[src/hdl/tgcf_pkg.sv]
// Shared types, constants and register codes for the threshold gate cluster finder.
`default_nettype none
package tgcf_pkg;

	// Fixed field widths of the sample and cluster words.
	localparam int AMP_W     = 24;
	localparam int MULT_W    = 8;
	localparam int CHG_W     = 40;
	localparam int IDX_W     = 20;
	localparam int CNT_W     = 16;
	localparam int THR_W     = 24;
	localparam int GATE_W    = 13;
	localparam int LB_W      = 7;
	localparam int CFG_IDX_W = 2;
	localparam int CFG_DAT_W = 24;
	localparam int IN_DATA_W = 32;
	localparam int OUT_DATA_W = 152;

	// Defaults for the top-level parameters.
	localparam int DEF_LOOKBACK_DEPTH = 64;
	localparam int DEF_MAX_GATE       = 4096;
	localparam int DEF_MAX_RECORD     = 1048576;

	// Configuration register indexes.
	localparam logic [CFG_IDX_W-1:0] CFG_THRESHOLD = 2'd0;
	localparam logic [CFG_IDX_W-1:0] CFG_GATE      = 2'd1;
	localparam logic [CFG_IDX_W-1:0] CFG_LOOKBACK  = 2'd2;

	// One cluster word as it leaves the block.
	typedef struct packed {
		logic [OUT_DATA_W-1:0] data;
		logic                  trunc;
	} tgcf_word_t;

	// Control states, one-hot.
	typedef enum logic [2:0] {
		ST_IDLE = 3'b001,
		ST_WALK = 3'b010,
		ST_TRIG = 3'b100
	} tgcf_state_t;

	// Saturating add of one amplitude to the charge accumulator.
	function automatic logic signed [CHG_W-1:0] sat_add(
		input logic signed [CHG_W-1:0] acc,
		input logic signed [AMP_W-1:0] amp
	);
		logic signed [CHG_W:0] s;
		s = {acc[CHG_W-1], acc} + {{(CHG_W+1-AMP_W){amp[AMP_W-1]}}, amp};
		if (s[CHG_W] != s[CHG_W-1])
			sat_add = s[CHG_W] ? {1'b1, {(CHG_W-1){1'b0}}} : {1'b0, {(CHG_W-1){1'b1}}};
		else
			sat_add = s[CHG_W-1:0];
	endfunction

endpackage
`default_nettype wire

[src/hdl/tgcf_hist_mem.sv]
// History ring memory: one write port, one registered read port.
`default_nettype none
module tgcf_hist_mem #(
	parameter int DEPTH = 64,
	parameter int AW    = 6,
	parameter int DW    = 32
) (
	input  wire logic          clk,
	input  wire logic          we,
	input  wire logic [AW-1:0] waddr,
	input  wire logic [DW-1:0] wdata,
	input  wire logic          re,
	input  wire logic [AW-1:0] raddr,
	output logic      [DW-1:0] rdata
);

	logic [DW-1:0] mem [DEPTH];

	// Write port.
	always_ff @(posedge clk) begin
		if (we) begin
			mem[waddr] <= wdata;
		end
	end

	// Read port, registered.
	always_ff @(posedge clk) begin
		if (re) begin
			rdata <= mem[raddr];
		end
	end

endmodule
`default_nettype wire

[src/hdl/tgcf_out.sv]
// Output register with one skid word for cluster words.
`default_nettype none
module tgcf_out (
	input  wire logic               clk,
	input  wire logic               arst_n,
	input  wire logic               load,
	input  wire tgcf_pkg::tgcf_word_t word,
	output logic                    busy,
	output logic                    m_tvalid,
	input  wire logic               m_tready,
	output logic [tgcf_pkg::OUT_DATA_W-1:0] m_tdata,
	output logic                    m_tuser
);
	import tgcf_pkg::*;

	logic       out_v_q;
	tgcf_word_t out_q;
	logic       pend_v_q;
	tgcf_word_t pend_q;
	logic       free;

	assign free     = !out_v_q || m_tready;
	assign busy     = pend_v_q;
	assign m_tvalid = out_v_q;
	assign m_tdata  = out_q.data;
	assign m_tuser  = out_q.trunc;

	// Valid flags.
	always_ff @(posedge clk or negedge arst_n) begin
		if (!arst_n) begin
			out_v_q  <= 1'b0;
			pend_v_q <= 1'b0;
		end else begin
			if (free) begin
				out_v_q <= pend_v_q || load;
			end
			if (pend_v_q && free) begin
				pend_v_q <= 1'b0;
			end else if (load && !free) begin
				pend_v_q <= 1'b1;
			end
		end
	end

	// Payload: the skid word goes out first, a new word waits there if the port is busy.
	always_ff @(posedge clk) begin
		if (free) begin
			out_q <= pend_v_q ? pend_q : word;
		end
		if (load && !free) begin
			pend_q <= word;
		end
	end

	a_no_overrun: assert property (@(posedge clk) disable iff (!arst_n)
		load |-> !pend_v_q) else $error("cluster word loaded over a waiting word");
	a_skid_drains: assert property (@(posedge clk) disable iff (!arst_n)
		(pend_v_q && m_tready) |=> !pend_v_q) else $error("skid word not drained");
	a_valid_holds: assert property (@(posedge clk) disable iff (!arst_n)
		(m_tvalid && !m_tready) |=> m_tvalid) else $error("cluster word dropped while stalled");

endmodule
`default_nettype wire

[src/hdl/threshold_gate_cluster_finder.sv]
// Top level of the threshold gate cluster finder.
//
//  channel | direction | handshake          | contents
//  s_*     | in        | s_tvalid/s_tready  | one waveform sample word
//  m_*     | out       | m_tvalid/m_tready  | one cluster word
//  cfg_*   | in        | cfg_we             | register write
//
// A sample that does not trigger is handled as it is accepted. A trigger with no lookback
// goes on to the trigger state. Otherwise the history ring, which has one read port, is
// walked one sample a cycle: b = min(sample index, lookback, gate) reads, then the last
// read drains and the walk closes. The cluster word is emitted there when the gate ends
// inside the history; otherwise the trigger sample is integrated in the trigger state.
// Reset clears all control state; the history ring holds no reset value.
// A stalled output is absorbed by one skid word; input is taken only when idle and it is empty.
`default_nettype none
module threshold_gate_cluster_finder #(
	parameter int LOOKBACK_DEPTH = tgcf_pkg::DEF_LOOKBACK_DEPTH,
	parameter int MAX_GATE       = tgcf_pkg::DEF_MAX_GATE,
	parameter int MAX_RECORD     = tgcf_pkg::DEF_MAX_RECORD
) (
	input  wire logic clk,
	input  wire logic arst_n,
	input  wire logic s_tvalid,
	output logic      s_tready,
	// amplitude [23:0], multiplicity [31:24]
	input  wire logic [tgcf_pkg::IN_DATA_W-1:0] s_tdata,
	input  wire logic s_tlast,
	output logic      m_tvalid,
	input  wire logic m_tready,
	// cluster_number [15:0], start_index [35:16], end_index [55:36],
	// charge_sum [95:56], peak_index [115:96], peak_height [139:116],
	// largest multiplicity [147:140], zeros [151:148]
	output logic [tgcf_pkg::OUT_DATA_W-1:0] m_tdata,
	// truncated [0]
	output logic      m_tuser,
	input  wire logic cfg_we,
	input  wire logic [tgcf_pkg::CFG_IDX_W-1:0] cfg_index,
	input  wire logic [tgcf_pkg::CFG_DAT_W-1:0] cfg_data
);
	import tgcf_pkg::*;

	localparam int AW = (LOOKBACK_DEPTH > 1) ? $clog2(LOOKBACK_DEPTH) : 1;
	localparam int KW = $clog2(LOOKBACK_DEPTH + 1);
	localparam int GW = $clog2(MAX_GATE + 1);
	localparam int NW = $clog2(MAX_RECORD);

	// Configuration registers.
	logic signed [THR_W-1:0] thr_q;
	logic [GATE_W-1:0]       gate_q;
	logic [LB_W-1:0]         lb_q;

	// Cluster state.
	tgcf_state_t             state_q;
	logic [AW-1:0]           ptr_q;
	logic [NW-1:0]           n_q;
	logic                    open_q;
	logic [GW-1:0]           grem_q;
	logic [GW-1:0]           gclip_q;
	logic signed [CHG_W-1:0] chg_q;
	logic signed [AMP_W-1:0] pk_q;
	logic [NW-1:0]           pkpos_q;
	logic [MULT_W-1:0]       mmax_q;
	logic [NW-1:0]           start_q;
	logic [CNT_W-1:0]        cnt_q;
	logic                    seen_q;
	logic [KW-1:0]           k_q;
	logic signed [AMP_W-1:0] hamp_q;
	logic [MULT_W-1:0]       hmult_q;
	logic                    hfin_q;
	logic                    rd_v_s1;
	logic [NW-1:0]           rd_idx_s1;

	// Input word fields.
	logic signed [AMP_W-1:0] in_amp;
	logic [MULT_W-1:0]       in_mult;
	logic                    in_fin;
	logic                    s_fire;
	logic                    trig;

	assign in_amp  = s_tdata[AMP_W-1:0];
	assign in_mult = s_tdata[AMP_W+MULT_W-1:AMP_W];
	assign in_fin  = s_tlast || (n_q >= NW'(MAX_RECORD - 1));
	assign s_fire  = s_tvalid && s_tready;
	assign trig    = !open_q && (in_amp >= thr_q);

	// Gate and lookback limits as seen at a trigger.
	logic [31:0]   g32, lb32, back32;
	logic [GW-1:0] gclip;
	logic [KW-1:0] back;

	always_comb begin
		if (gate_q == '0)
			g32 = 32'd1;
		else if (32'(gate_q) > MAX_GATE)
			g32 = MAX_GATE;
		else
			g32 = 32'(gate_q);
		lb32   = (32'(lb_q) > LOOKBACK_DEPTH) ? LOOKBACK_DEPTH : 32'(lb_q);
		back32 = (32'(n_q) < lb32) ? 32'(n_q) : lb32;
		gclip  = g32[GW-1:0];
		back   = back32[KW-1:0];
	end

	// History ring read address and issue control for the lookback walk.
	logic [31:0]             slot32;
	logic [AW-1:0]           raddr;
	logic                    issue;
	logic                    walk_done;
	logic [AMP_W+MULT_W-1:0] rdata;
	logic signed [AMP_W-1:0] rd_amp;
	logic [MULT_W-1:0]       rd_mult;

	always_comb begin
		slot32 = 32'(ptr_q) + LOOKBACK_DEPTH - 32'(k_q);
		if (slot32 >= LOOKBACK_DEPTH)
			slot32 = slot32 - LOOKBACK_DEPTH;
		raddr = slot32[AW-1:0];
	end

	assign issue     = (state_q == ST_WALK) && (k_q != '0) && (grem_q != '0);
	assign walk_done = (state_q == ST_WALK) && !issue && !rd_v_s1;
	assign rd_amp    = rdata[AMP_W-1:0];
	assign rd_mult   = rdata[AMP_W+MULT_W-1:AMP_W];

	// Sample that closes the current item: the live input when idle, the held one otherwise.
	// A walk that leaves gate samples over hands the item on to the trigger cycle.
	logic signed [AMP_W-1:0] cur_amp;
	logic [MULT_W-1:0]       cur_mult;
	logic                    cur_fin;
	logic                    finish;

	always_comb begin
		cur_amp  = (state_q == ST_IDLE) ? in_amp : hamp_q;
		cur_mult = (state_q == ST_IDLE) ? in_mult : hmult_q;
		cur_fin  = (state_q == ST_IDLE) ? in_fin : hfin_q;
		finish   = (s_fire && !trig) || (state_q == ST_TRIG) ||
			(walk_done && grem_q == '0);
	end

	// Integration of one sample into an open cluster.
	logic                    apply;
	logic signed [CHG_W-1:0] ap_chg;
	logic [GW-1:0]           ap_grem;
	logic                    do_trk;
	logic signed [AMP_W-1:0] ap_pk;
	logic [NW-1:0]           ap_pkpos;
	logic [MULT_W-1:0]       ap_mm;
	logic                    ap_emit;

	always_comb begin
		apply    = (s_fire && !trig && open_q) || (state_q == ST_TRIG);
		ap_chg   = sat_add(chg_q, cur_amp);
		ap_grem  = (grem_q != '0) ? grem_q - GW'(1) : '0;
		do_trk   = !cur_fin || !seen_q;
		ap_pk    = pk_q;
		ap_pkpos = pkpos_q;
		ap_mm    = mmax_q;
		if (do_trk && (!seen_q || cur_amp > pk_q)) begin
			ap_pk    = cur_amp;
			ap_pkpos = n_q;
		end
		if (do_trk && (!seen_q || cur_mult > mmax_q))
			ap_mm = cur_mult;
		ap_emit = cur_fin || (ap_grem == '0);
	end

	// Cluster word assembly.
	logic       emit_v;
	logic [31:0] end32;
	tgcf_word_t emit_word;
	logic       out_busy;

	always_comb begin
		emit_v = (apply && ap_emit) || (walk_done && grem_q == '0);
		if (walk_done)
			end32 = 32'(start_q) + 32'(gclip_q);
		else if (cur_fin)
			end32 = 32'(n_q);
		else
			end32 = 32'(n_q) + 32'd1;
		emit_word.data = '0;
		emit_word.data[15:0]    = cnt_q;
		emit_word.data[35:16]   = IDX_W'(start_q);
		emit_word.data[55:36]   = end32[IDX_W-1:0];
		emit_word.data[95:56]   = walk_done ? chg_q : ap_chg;
		emit_word.data[115:96]  = IDX_W'(walk_done ? pkpos_q : ap_pkpos);
		emit_word.data[139:116] = walk_done ? pk_q : ap_pk;
		emit_word.data[147:140] = walk_done ? mmax_q : ap_mm;
		emit_word.trunc = !walk_done && cur_fin;
	end

	assign s_tready = (state_q == ST_IDLE) && !out_busy;

	// Configuration writes.
	always_ff @(posedge clk or negedge arst_n) begin
		if (!arst_n) begin
			thr_q  <= '0;
			gate_q <= GATE_W'(1);
			lb_q   <= '0;
		end else if (cfg_we) begin
			case (cfg_index)
				CFG_THRESHOLD: thr_q  <= cfg_data[THR_W-1:0];
				CFG_GATE:      gate_q <= cfg_data[GATE_W-1:0];
				CFG_LOOKBACK:  lb_q   <= cfg_data[LB_W-1:0];
				default:       ;
			endcase
		end
	end

	// Held trigger sample and walk read tags.
	always_ff @(posedge clk) begin
		if (s_fire) begin
			hamp_q  <= in_amp;
			hmult_q <= in_mult;
			hfin_q  <= in_fin;
		end
		if (issue)
			rd_idx_s1 <= n_q - NW'(k_q);
	end

	// Control and accumulation.
	always_ff @(posedge clk or negedge arst_n) begin
		if (!arst_n) begin
			state_q <= ST_IDLE;
			ptr_q   <= '0;
			n_q     <= '0;
			open_q  <= 1'b0;
			grem_q  <= '0;
			gclip_q <= '0;
			chg_q   <= '0;
			pk_q    <= {1'b1, {(AMP_W-1){1'b0}}};
			pkpos_q <= '0;
			mmax_q  <= '0;
			start_q <= '0;
			cnt_q   <= '0;
			seen_q  <= 1'b0;
			k_q     <= '0;
			rd_v_s1 <= 1'b0;
		end else begin
			rd_v_s1 <= issue;

			// A trigger opens a cluster and starts the lookback walk, or with no lookback the trigger state.
			if (s_fire && trig) begin
				open_q  <= 1'b1;
				start_q <= n_q - NW'(back);
				grem_q  <= gclip;
				gclip_q <= gclip;
				chg_q   <= '0;
				pk_q    <= {1'b1, {(AMP_W-1){1'b0}}};
				pkpos_q <= '0;
				mmax_q  <= '0;
				seen_q  <= 1'b0;
				k_q     <= back;
				state_q <= (back != '0) ? ST_WALK : ST_TRIG;
			end

			// Walk: one history read issued per cycle, data integrated in the cycle after.
			if (issue) begin
				k_q    <= k_q - KW'(1);
				grem_q <= grem_q - GW'(1);
			end
			if (rd_v_s1) begin
				chg_q  <= sat_add(chg_q, rd_amp);
				seen_q <= 1'b1;
				if (!seen_q || rd_amp > pk_q) begin
					pk_q    <= rd_amp;
					pkpos_q <= rd_idx_s1;
				end
				if (!seen_q || rd_mult > mmax_q)
					mmax_q <= rd_mult;
			end
			if (walk_done)
				state_q <= (grem_q == '0) ? ST_IDLE : ST_TRIG;
			if (state_q == ST_TRIG)
				state_q <= ST_IDLE;

			// Integrate the closing sample of an open cluster.
			if (apply) begin
				chg_q   <= ap_chg;
				grem_q  <= ap_grem;
				pk_q    <= ap_pk;
				pkpos_q <= ap_pkpos;
				mmax_q  <= ap_mm;
				seen_q  <= seen_q || do_trk;
			end

			// A cluster word closes the cluster.
			if (emit_v) begin
				cnt_q  <= cnt_q + CNT_W'(1);
				open_q <= 1'b0;
				grem_q <= '0;
			end

			// Item done: ring pointer and sample index advance.
			if (finish) begin
				ptr_q <= (32'(ptr_q) == LOOKBACK_DEPTH - 1) ? '0 : ptr_q + AW'(1);
				if (cur_fin) begin
					n_q    <= '0;
					cnt_q  <= '0;
					open_q <= 1'b0;
					grem_q <= '0;
				end else begin
					n_q <= n_q + NW'(1);
				end
			end
		end
	end

	tgcf_hist_mem #(
		.DEPTH (LOOKBACK_DEPTH),
		.AW    (AW),
		.DW    (AMP_W + MULT_W)
	) u_hist (
		.clk   (clk),
		.we    (finish),
		.waddr (ptr_q),
		.wdata ({cur_mult, cur_amp}),
		.re    (issue),
		.raddr (raddr),
		.rdata (rdata)
	);

	tgcf_out u_out (
		.clk      (clk),
		.arst_n   (arst_n),
		.load     (emit_v),
		.word     (emit_word),
		.busy     (out_busy),
		.m_tvalid (m_tvalid),
		.m_tready (m_tready),
		.m_tdata  (m_tdata),
		.m_tuser  (m_tuser)
	);

	a_rd_in_walk: assert property (@(posedge clk) disable iff (!arst_n)
		rd_v_s1 |-> (state_q == ST_WALK)) else $error("history read outside walk");
	a_walk_open: assert property (@(posedge clk) disable iff (!arst_n)
		(state_q == ST_WALK) |-> open_q) else $error("walk without open cluster");
	a_gate_bound: assert property (@(posedge clk) disable iff (!arst_n)
		open_q |-> (32'(grem_q) <= MAX_GATE)) else $error("gate count out of range");
	a_trig_once: assert property (@(posedge clk) disable iff (!arst_n)
		(state_q == ST_TRIG) |=> (state_q == ST_IDLE)) else $error("trigger sample stuck");

endmodule
`default_nettype wire

[config.mk]
export PLATFORM = sky130hd
export DESIGN_NAME = threshold_gate_cluster_finder
export DESIGN_NICKNAME = d
export VERILOG_FILES = /design/src/hdl/tgcf_pkg.sv /design/src/hdl/tgcf_hist_mem.sv /design/src/hdl/tgcf_out.sv /design/src/hdl/threshold_gate_cluster_finder.sv
export SDC_FILE = /design/constraint.sdc
export NUM_CORES = 2
export LEC_CHECK = 0
export ABC_AREA = 1
export BUFFER_PORTS_ARGS = -buffer_cell sky130_fd_sc_hd__buf_2
export CAP_MARGIN = 30
export CORE_MARGIN = 2
export CORE_UTILIZATION = 55
export DETAILED_ROUTE_END_ITERATION = 10
export PLACE_DENSITY = 0.68
export SLEW_MARGIN = 20
export SYNTH_ARGS = -nofsm -noshare
export SYNTH_HDL_FRONTEND = slang
export SYNTH_HIERARCHICAL = 1
export SYNTH_SLANG_ARGS = --single-unit
[constraint.sdc]
create_clock -name clk -period 17.2 [get_ports clk]
set_clock_uncertainty 0.1 [all_clocks]
set_input_delay 1.72 -clock clk [delete_from_list [all_inputs] [get_ports clk]]
set_output_delay 1.72 -clock clk [all_outputs]
set_load 0.02 [all_outputs]
==> results.tsv <==
stage	metric	value	unit
place	Placed Area	125000	um2
synth	Synth area leader	edfxtp_1	
routing	WL/cell	26.0	um
routing	vias per cell	6.15	
synth	cells after synthesis	11400	
clocking	cts hold-fix bufs	0	
sta	Slew @ Worst Pin	1.34	ns
clocking	htree depth	5	
routing	Detailed Routing Iterations Pass 1	6	
min_path	hold_sp	thr_q[9]	
sta	min Tclk post-route	6.95	ns
floorplanning	Core Region	217000	um2
synth	top cell type's share of synthesized area	0.608	
synth	Synth area leaders	edfxtp_1 61%, nand2_1 11%, nand3_1 9.6%, dfrtp_1 4.9%, ha_1 2.2%	
global_route	grt ovf	0	
floorplanning	Starting Density	0.554	
sta	setup TNS	0	ns
layout	Final Instance Area	134000	um2
global_route	global-route wire length before repair	554000	um
worst_setup_path	Crit. End Element	flop	
clocking	Root Driver	clkbuf_16	
place	Port-buffer cells	218	
sta	final hold vios	0	
synth	warning count from the yosys run	6	
worst_setup_path	critical setup path kind	reg -> reg	
power	P_leak	51.6	nW
worst_setup_path	Worst Path Arrival	7.54	ns
routing	DRC Markers	0	
worst_setup_path	critical path launch point	state_q[0]	
power	Tot Pwr	13.1	mW
synth	post-synthesis register bit count	2678	
synth	Netlist cell types	64	
global_route	GRT Total Usage	0.333	
clocking	worst skew pair latency	0.96	ns
synth	post-synthesis async set-or-reset flop share	0.0892	
layout	share of cells above drive strength 1	0.0914	
sta	Hold Slack	0.390	ns
floorplanning	Die Wd	472	um
power	Clk pwr share	0.453	
clocking	setup bufs post-CTS	0	
worst_setup_path	r2r startpoint	state_q[0]	
layout	NumNets Final	11800	
worst_setup_path	Worst EP required	17.80	ns
clocking	clock tree buffer depth	4	
floorplanning	num ports	219	
clocking	TritonCTS Buffers	297	
job	MaxCap Viol Count	0	
place	Inst Count DP	14000	
sta	period utilisation layout	0.404	
layout	final non-filler cell total	14500	
sta	max-slew violations	0	
synth	sequential share of the synthesized area	0.658	
sta	unrepaired setup endpoints after global routing	no	
synth	cell area after synthesis	120000	um2
global_route	largest net degree at the start of global routing	240	
power	PD cells	97.3	nW/um2
global_route	vias in the first global route	83200	
min_path	Tightest Hold Check Type	reg -> reg	
global_route	initial antenna violation count	19	
floorplanning	Die Span Y	472	um
clocking	CTS tree	built	
power	Seq pwr share	0.537	
place	Placer Congestion	0.996	
floorplanning	num rows	171	
power	worst vdd ir	0.116	mV
worst_setup_path	Crit Path Max Fanout	45	
worst_setup_path	Worst setup SP type	flop	
sta	fmax	144	MHz
routing	antenna viol nets, final	0	
floorplanning	die area	223000	um2
synth	EDFF count, synth	2439	
routing	DR iter-0 viols	12800	
clocking	Post-CTS Resized	0	
routing	final WL	378000	um
sta	endpoints failing setup	0	
layout	Area growth syn-to-layout	11.7	%
place	HPWL after detailed placement	232000	um
power	P_sw	2.63	mW
synth	syn avg cell area	10.6	um2
clocking	CTS Sinks	2678	
routing	DR vias	89400	
synth	top_reg_cell synth	edfxtp_1	
outcome	status	complete, no violations	
power	Sw Ratio	0.201	
power	combinational power share	0.010	
power	Internal Power	10.5	mW
sta	Slew HR	0.106	
layout	Filler Cells Inserted	17300	
clocking	CTS clk-pin slew, worst paths	0.06	ns
## area by class of cell
type | count | area [um2] | area share
Antenna cell | 5 | 12.5 | 0.0000931
Timing Repair Buffer | 432 | 4120 | 0.0307
Sequential cell | 2678 | 79200 | 0.589
Clock inverter | 135 | 947 | 0.00704
Tap cell | 2854 | 3570 | 0.0266
Multi-Input combinational cell | 7639 | 37000 | 0.275
Clock buffer | 375 | 7890 | 0.0587
Inverter | 429 | 1670 | 0.0124
## cell usage after synthesis (51+ instances only)
cell type,n
inv_1,403
dfrtp_1,236
nand2_1,3620
buf_4,51
nand3_1,2306
buf_2,330
o21ai_0,317
edfxtp_1,2439
clkbuf_1,155
xor2_1,112
a21oi_1,195
nand4_1,58
buf_1,56
ha_1,210
nor2_1,367
## stage by stage
stage	setup WS [ns]	util
finish	10.25	0.618
global route	10.02	0.618
CTS	10.36	0.616
detailed placement	10.17	0.576
global placement	10.12	0.569
floorplan	3.28	-
## per-layer routing
layer	global-route usage	wire, um	vias to the layer above
met5	0	68	-
met4	0.132	16300	10
met3	0.0719	43100	831
met2	0.502	169000	5312
met1	0.474	149000	43500
li1	-	-	39800
## cell usage in the layout (no fill, tap or decap), types with 51 or more instances in the layout
cell type / count
inv_1: 372
buf_2: 219
xor2_1: 109
a21oi_1: 195
clkbuf_16: 303
nor2_4: 61
o21ai_0: 316
nand3_1: 2305
nor2_1: 310
edfxtp_1: 2439
clkbuf_1: 68
ha_1: 210
clkinv_1: 63
nand2_1: 3612
dfrtp_1: 235
nand4_1: 58
clkinv_2: 51
buf_4: 119
## registers in the layout, indices dropped and copies added (netlist names), 7 cells and up
signal and count:
u_out/pend_q 153, cnt_q 16, thr_q 24, k_q 7, hamp_q 24, chg_q 40
lb_q 7, grem_q 13, start_q 20, gclip_q 13, gate_q 13, rd_idx_s1 20
hmult_q 8, n_q 20, pk_q 24, u_hist/rdata 32, mmax_q 8, pkpos_q 20
u_hist/mem 2048, u_out/m_tdata 152
## power groups by stage
| stage | logic (mW) | clock network (mW) | registers (mW) |
|---|---|---|---|
| 6_report | 0.130 | 5.92 | 7.03 |
| 5_1_grt | 0.147 | 6.22 | 7.03 |
| 4_1_cts | 0.128 | 5.99 | 7.03 |
| 3_5_place_dp | 0.127 | 0 | 7.17 |
| 3_3_place_gp | 0.124 | 0 | 7.17 |
| 2_1_floorplan | 0.0764 | 0 | 7.16 |
## cell families after synthesis
logic type               count (synthesis)  share of synthesized area
flip-flops                            2678                      0.658
other                                    1                  0.0000312
XOR/XNOR                               146                     0.0108
adder cells (fa/ha/maj)                215                     0.0227
AO/OA/AOI/OAI                          719                     0.0337
buffers and inverters                 1050                     0.0397
AND/OR/NAND/NOR                       6551                      0.235
## path summary, 6_finish.rpt
| kind | endpoint | slack, ns | cells past startpoint |
|---|---|---|---|
| worst min register to register | thr_q[9] | 0.39 | 2 |
| worst min-delay path | thr_q[9] | 0.39 | 2 |
| worst max-delay path | u_out/m_tdata[126] | 10.25 | 20 |
| min in group asynchronous | thr_q[5] | 0.65 | 1 |
| max in group asynchronous | k_q[2] | 14.63 | 3 |
| worst max register to register | u_out/m_tdata[126] | 10.25 | 20 |
## worst max-delay path, cell delays in order (launching register included)
cell      delay, ns
dfstp_2        0.54
inv_1          0.07
nor3_4         0.10
buf_4          0.37
inv_2          0.34
o21ai_0        0.53
clkinv_2       0.55
buf_4          0.53
ha_1           0.42
nand4_1        0.11
o221ai_1       0.18
nand2_1        0.10
nand3_1        0.14
nand4_4        0.72
nand2_2        0.90
buf_16         0.25
nand2_1        0.09
nand3_1        0.09
o21ai_0        0.17
nand2_1        0.15
nand2_1        0.07
Power figures use the tool's default switching activity.
